<file path="src/design/u8sd_pkg.sv">
`default_nettype none

package u8sd_pkg;

   localparam int unsigned BYTE_W    = 8;
   localparam int unsigned CP_W      = 21;
   localparam int unsigned STATUS_W  = 3;
   // widest partial value before the last trail: 3 lead bits plus two trails
   localparam int unsigned PARTIAL_W = 15;

   localparam logic [1:0]      TRAIL_TAG   = 2'b10;
   localparam logic [CP_W-1:0] RANGE_LIMIT = 21'h000110;

   typedef enum logic [STATUS_W-1:0] {
      ST_OK        = 3'd0,
      ST_BAD_LEAD  = 3'd1,
      ST_BAD_TRAIL = 3'd2,
      ST_RANGE     = 3'd3,
      ST_TRUNC     = 3'd4
   } status_type;

   typedef struct packed {
      logic [1:0]           trail_left;
      logic                 first_pending;
      logic [PARTIAL_W-1:0] partial;
   } dec_state_type;

   typedef struct packed {
      logic                 emit;
      logic [CP_W-1:0]      code_point;
      status_type           status;
   } dec_result_type;

   localparam dec_state_type IDLE_STATE = '{
      trail_left: 2'd0, first_pending: 1'b0, partial: '0};

endpackage

`default_nettype wire

</file>
<file path="src/design/u8sd_if.sv">
`default_nettype none

interface u8sd_req_if;
   import u8sd_pkg::*;

   logic              valid;
   logic              ready;
   logic [BYTE_W-1:0] in_byte;
   logic              end_of_buffer;

   modport source (output valid, output in_byte, output end_of_buffer, input ready);
   modport sink   (input valid, input in_byte, input end_of_buffer, output ready);
endinterface

interface u8sd_rsp_if;
   import u8sd_pkg::*;

   logic                valid;
   logic                ready;
   logic [CP_W-1:0]     code_point;
   logic [STATUS_W-1:0] status;
   logic                buffer_end;

   modport source (output valid, output code_point, output status, output buffer_end,
                   input ready);
   modport sink   (input valid, input code_point, input status, input buffer_end,
                   output ready);
endinterface

`default_nettype wire

</file>
<file path="src/design/u8sd_step.sv">
`default_nettype none

module u8sd_step (
   input  u8sd_pkg::dec_state_type       state,
   input  logic [u8sd_pkg::BYTE_W-1:0]   in_byte,
   input  logic                          end_of_buffer,
   output u8sd_pkg::dec_state_type       state_next,
   output u8sd_pkg::dec_result_type      result
);
   import u8sd_pkg::*;

   logic [CP_W-1:0] merged;

   assign merged = {state.partial, in_byte[5:0]};

   always_comb begin
      state_next        = IDLE_STATE;
      result.emit       = 1'b0;
      result.code_point = '0;
      result.status     = ST_OK;

      if (state.trail_left == 2'd0) begin
         priority if (!in_byte[7]) begin
            result.emit       = 1'b1;
            result.code_point = {{(CP_W-BYTE_W){1'b0}}, in_byte};
         end else if (!in_byte[6] || in_byte[7:3] == 5'b11111) begin
            result.emit   = 1'b1;
            result.status = ST_BAD_LEAD;
         end else if (end_of_buffer) begin
            result.emit   = 1'b1;
            result.status = ST_TRUNC;
         end else if (!in_byte[5]) begin
            state_next.trail_left = 2'd1;
            state_next.partial    = {{(PARTIAL_W-5){1'b0}}, in_byte[4:0]};
         end else if (!in_byte[4]) begin
            state_next.trail_left = 2'd2;
            state_next.partial    = {{(PARTIAL_W-4){1'b0}}, in_byte[3:0]};
         end else begin
            state_next.trail_left    = 2'd3;
            state_next.first_pending = 1'b1;
            state_next.partial       = {{(PARTIAL_W-3){1'b0}}, in_byte[2:0]};
         end
      end else begin
         priority if (end_of_buffer && state.trail_left != 2'd1) begin
            result.emit   = 1'b1;
            result.status = ST_TRUNC;
         end else if (in_byte[7:6] != TRAIL_TAG) begin
            result.emit   = 1'b1;
            result.status = ST_BAD_TRAIL;
         end else if (state.first_pending && merged >= RANGE_LIMIT) begin
            result.emit   = 1'b1;
            result.status = ST_RANGE;
         end else if (state.trail_left == 2'd1) begin
            result.emit       = 1'b1;
            result.code_point = merged;
         end else begin
            state_next.trail_left = state.trail_left - 2'd1;
            state_next.partial    = merged[PARTIAL_W-1:0];
         end
      end
   end

endmodule

`default_nettype wire

</file>
<file path="src/design/utf8_stream_decoder_unit.sv">
// UTF-8 stream decoder.
// req_ch carries one raw byte per request plus an end-of-buffer flag; rsp_ch
// returns one code point with a status code for every finished sequence,
// and one error result for a bad lead, bad trail, out-of-range value or a
// sequence cut off by the end of the buffer. Lead bytes and inner trail
// bytes produce no result.
// One byte is taken every cycle unless a result stalls. The sequence state
// and the decode of the incoming byte sit in front of a single result
// register, so a result appears on rsp_ch in the cycle after its last byte.
// req_ch.ready is high when the result register is empty or is being
// drained in the same cycle; while the receiver holds rsp_ch.ready low with
// a result waiting, the result holds and no byte is taken.
// A synchronous reset empties the result register and returns the decoder
// to idle, between sequences. After an error the partial sequence and the
// offending byte are dropped and decoding restarts at the next byte.
`default_nettype none

module utf8_stream_decoder_unit (
   input  logic       clock,
   input  logic       reset,
   u8sd_req_if.sink   req_ch,
   u8sd_rsp_if.source rsp_ch
);
   import u8sd_pkg::*;

   dec_state_type       state_ff, state_in;
   dec_state_type       step_state;
   dec_result_type      step_result;
   logic                rsp_valid_ff, rsp_valid_in;
   logic [CP_W-1:0]     code_point_ff;
   logic [STATUS_W-1:0] status_ff;
   logic                buffer_end_ff;
   logic                accept;

   u8sd_step step (
      .state         (state_ff),
      .in_byte       (req_ch.in_byte),
      .end_of_buffer (req_ch.end_of_buffer),
      .state_next    (step_state),
      .result        (step_result)
   );

   assign req_ch.ready = !rsp_valid_ff || rsp_ch.ready;
   assign accept       = req_ch.valid && req_ch.ready;

   always_comb begin
      state_in     = accept ? step_state : state_ff;
      rsp_valid_in = rsp_valid_ff && !rsp_ch.ready;
      if (accept && step_result.emit) begin
         rsp_valid_in = 1'b1;
      end
   end

   always_ff @(posedge clock) begin
      if (reset) begin
         state_ff     <= IDLE_STATE;
         rsp_valid_ff <= 1'b0;
      end else begin
         state_ff     <= state_in;
         rsp_valid_ff <= rsp_valid_in;
      end
   end

   always_ff @(posedge clock) begin
      if (accept && step_result.emit) begin
         code_point_ff <= step_result.code_point;
         status_ff     <= step_result.status;
         buffer_end_ff <= req_ch.end_of_buffer;
      end
   end

   assign rsp_ch.valid      = rsp_valid_ff;
   assign rsp_ch.code_point = code_point_ff;
   assign rsp_ch.status     = status_ff;
   assign rsp_ch.buffer_end = buffer_end_ff;

endmodule

`default_nettype wire

</file>
<file path="src/flat_wrapper.sv">
// flat-port wrapper written by rule: the top's interface ports become plain ports
module utf8_stream_decoder_unit_flat import u8sd_pkg::*;
  (clock, reset, req_ch_valid, req_ch_in_byte, req_ch_end_of_buffer, req_ch_ready, rsp_ch_valid, rsp_ch_code_point, rsp_ch_status, rsp_ch_buffer_end, rsp_ch_ready);
  u8sd_req_if req_ch_i ();
  u8sd_rsp_if rsp_ch_i ();
  input  logic clock;
  input  logic reset;
  input wire logic [$bits(req_ch_i.valid)-1:0] req_ch_valid;
  input wire logic [$bits(req_ch_i.in_byte)-1:0] req_ch_in_byte;
  input wire logic [$bits(req_ch_i.end_of_buffer)-1:0] req_ch_end_of_buffer;
  output wire logic [$bits(req_ch_i.ready)-1:0] req_ch_ready;
  output wire logic [$bits(rsp_ch_i.valid)-1:0] rsp_ch_valid;
  output wire logic [$bits(rsp_ch_i.code_point)-1:0] rsp_ch_code_point;
  output wire logic [$bits(rsp_ch_i.status)-1:0] rsp_ch_status;
  output wire logic [$bits(rsp_ch_i.buffer_end)-1:0] rsp_ch_buffer_end;
  input wire logic [$bits(rsp_ch_i.ready)-1:0] rsp_ch_ready;
  assign req_ch_i.valid = req_ch_valid;
  assign req_ch_i.in_byte = req_ch_in_byte;
  assign req_ch_i.end_of_buffer = req_ch_end_of_buffer;
  assign req_ch_ready = req_ch_i.ready;
  assign rsp_ch_valid = rsp_ch_i.valid;
  assign rsp_ch_code_point = rsp_ch_i.code_point;
  assign rsp_ch_status = rsp_ch_i.status;
  assign rsp_ch_buffer_end = rsp_ch_i.buffer_end;
  assign rsp_ch_i.ready = rsp_ch_ready;
  utf8_stream_decoder_unit u_core (.clock(clock), .reset(reset), .req_ch(req_ch_i), .rsp_ch(rsp_ch_i));
endmodule
</file>
<file path="config.mk">
export PLATFORM = sky130hd
export DESIGN_NAME = utf8_stream_decoder_unit_flat
export DESIGN_NICKNAME = d
export VERILOG_FILES = /design/src/design/u8sd_pkg.sv /design/src/design/u8sd_if.sv /design/src/design/u8sd_step.sv /design/src/design/utf8_stream_decoder_unit.sv /design/src/flat_wrapper.sv
export SDC_FILE = /design/constraint.sdc
export NUM_CORES = 1
export LEC_CHECK = 0
export BUFFER_PORTS_ARGS = -buffer_cell sky130_fd_sc_hd__buf_4
export CORE_MARGIN = 5
export CORE_UTILIZATION = 57
export CTS_BUF_LIST = sky130_fd_sc_hd__clkbuf_16
export DETAILED_ROUTE_END_ITERATION = 6
export HOLD_SLACK_MARGIN = 0.08
export PLACE_DENSITY = 0.8
export SYNTH_ARGS = -nofsm -noshare
export SYNTH_HDL_FRONTEND = slang
export SYNTH_SLANG_ARGS = --single-unit
</file>
<file path="constraint.sdc">
create_clock -name clock -period 8.11 [get_ports clock]
set_input_delay 1.2165 -clock clock [delete_from_list [all_inputs] [get_ports clock]]
set_output_delay 1.2165 -clock clock [all_outputs]
set_load 0.03 [all_outputs]
</file>
==> results.ini <==
[timing]
tightestPinTransition_ps=1220
tns_ps=0
fin_skew_ps=3.33
fin_crit_ps=3350
slew_viol_final=0
rsz0062_at_grt=false
slew_headroom_pct=18.8
setup_slack_ps=4760
hold_viol_final=0
period_share_pct=41.4
fmax_ghz=0.298
setup-violations-final=0

[detailed_routing]
drtAntennaViolNets=0
num_vias=1433
drt_iter0_markers=102
wire_per_inst_um=17.1
vias_per_cell=5.90
drc=0
drt-pass1-iter-count=4
route.final.wire_length_mm=4.16

[yosys]
synth_compound_area_share_pct=16.5
yosysSeqAreaShare_pct=58.9
synth_edf_count=25
synthSimpleGateAreaFrac_pct=18.9
synthAdderAreaFrac_pct=1.30
synth_ff_type=edfxtp_1
synth.area.mux_share_pct=1.04
synth_area_sq_mm=0.00192
synth_top_family_by_area=simple AND/OR/NAND/NOR gates
synthCells=158
synth.distinct_cells=40
async_reset_ff_share_pct=0
synth_warnings=0
postSynthAreaPerCell_sq_um=12.2
synth_xor_area_share_pct=0
ys_seq_elements=44
mappedNetlistNets=173

[cts]
htree_levels=2
clk_pin_slew_ps=60
hold_buffers=0
cts_resized=0
clock_path_buffers=2
post_cts_buffers=0
clk_latency_ps=280
cts-root-buf=clkbuf_16
cts-buffers-inserted=5
cts_tree=yes
clock_sinks=44

[global_route]
grt_max_degree=26
grt_pass1_vias=1394
grt_pass1_wl_mm=6.91
overflow=0
antenna_found_initial=0
grt_usage_pct=20.5

[status]
status=finished clean

[pwr]
p_leak_nw=0.901
max-vdd-ir-drop_uv=152
power_density_mw_per_mm2=218

[placed_design]
hpwl_mm=2.97
dp_slack_ps=4440
gp_congestion=0.851
port_buffers=39

[layout]
drive_above_1_share_pct=28.4
fillers=252
post-route-util_pct=71.5
num_antenna_cells=0
final_nets=211
synthToLayoutAreaGrowth_pct=23.2

[floorplan]
die_x_um=68.1
start_util_pct=58.0
ios=40
fp.dieArea_sq_mm=0.00463
coreArea_sq_mm=0.00331
die_height_um=68.1
rows=21

[setup_path]
crit_required_ps=8010
arrival_ps=3250
worstPathMaxFanout=25
endpoint_kind=flip-flop
cp-start-kind=input port
critPathKind=input port to flip-flop

[job]
timing.max_cap.violations=0

[hold_path]
hp-class=flip-flop to flip-flop

==> flip-flops by register name, summed over array words and instances (netlist names) <==
name                      cells
u_core.rsp_ch.buffer_end      1
u_core.rsp_ch.code_point     21
u_core.rsp_ch.status          3
u_core.rsp_ch.valid           1
u_core.state_ff              18
==> cells in the final DEF, fill, tap and decap left out, types with 2 or more instances in the layout <==
cell and count:
o22ai_1 4, a2bb2oi_1 3, nor2b_1 2, or4b_1 3, or3_1 2, buf_4 39, nor3_1 4, nand3_1 6
a21oi_1 4, a22o_1 11, nand2_1 5, edfxtp_1 25, a31oi_1 2, o221a_2 2, inv_1 4, dfxtp_1 19
and2_1 17, clkbuf_16 5, nand2b_1 3, clkinv_2 2, o21a_1 6, nor4_1 3, o21ai_0 3, ha_1 2
mux2i_1 2, nor2_1 4
==> worst paths after layout <==
path	from	to	slack, ps	cells after the start
hold reg to reg	u_core.state_ff[15]	u_core.state_ff[15]	500	2
hold / removal	u_core.state_ff[15]	u_core.state_ff[15]	500	2
setup / recovery	req_ch_in_byte[5]	u_core.rsp_ch.status[1]	4760	5
setup reg to reg	u_core.state_ff[17]	u_core.rsp_ch.status[1]	5220	6
==> cell type report <==
type	instances	area, sq um	area share (%)
clock buffers	5	125	5.28
clock inverters	3	18.8	0.792
inverters	4	15.0	0.634
multi-input cells	102	728	30.7
flip-flops and latches	44	1130	47.8
well taps	46	57.6	2.43
repair buffers	39	293	12.4
==> power breakdown <==
| group | switching, W | total (W) | internal, W |
|---|---|---|---|
| Clock | 0.0000810 | 0.000194 | 0.000113 |
| Combinational | 0.0000447 | 0.0000698 | 0.0000251 |
| Sequential | 0.00000394 | 0.000252 | 0.000248 |
| Total | 0.000130 | 0.000516 | 0.000386 |
==> critical path, stage by stage <==
cell	delay (ps)
buf_4	130
nor4_2	60
o21ai_1	650
o21ai_0	230
nor2_2	950
==> cell usage after synthesis, drive strengths merged (4+ instances only) <==
| master | instances | area [sq um] |
|---|---|---|
| edfxtp | 25 | 751 |
| dfxtp | 19 | 380 |
| and2 | 18 | 114 |
| a22o | 11 | 96.3 |
| nand2 | 6 | 25.0 |
| nand3 | 6 | 30.0 |
| o21a | 6 | 45.0 |
| nor2 | 5 | 18.8 |
| nor4 | 5 | 52.6 |
| a21oi | 4 | 20.0 |
| buf | 4 | 35.0 |
| clkbuf | 4 | 15.0 |
| inv | 4 | 15.0 |
| nor3 | 4 | 20.0 |
| o21ai | 4 | 20.0 |
| o22ai | 4 | 25.0 |
==> stage by stage <==
stage / total power, W / area, sq um / hold WS, ps / std cells
6_report: 0.000516 / 2370 / 501 / 243
4_1_cts: 0.000517 / 2370 / 497 / 243
5_1_grt: 0.000538 / 2370 / 536 / 243
2_1_floorplan: 0.000300 / 1920 / 459 / 158
3_3_place_gp: 0.000323 / 2220 / 475 / 235
3_5_place_dp: 0.000326 / 2220 / 489 / 235
==> per-layer routing <==
layer,up-vias,share of wire (%),track usage [%]
met5,-,0,0
met4,0,1.7,8.68
met3,8,6.3,5.75
met2,56,53,34.8
met1,690,39,24.4
li1,679,-,-
==> logic make-up (layout without fill, tap and decap cells) <==
kind of cell / Yosys count / after routing
fa+ha+maj: 2 / 2
compound gates: 41 / 41
mux: 2 / 2
buf+inv: 12 / 51
flops: 44 / 44
simple gates: 57 / 57
Power figures use the tool's default switching activity.
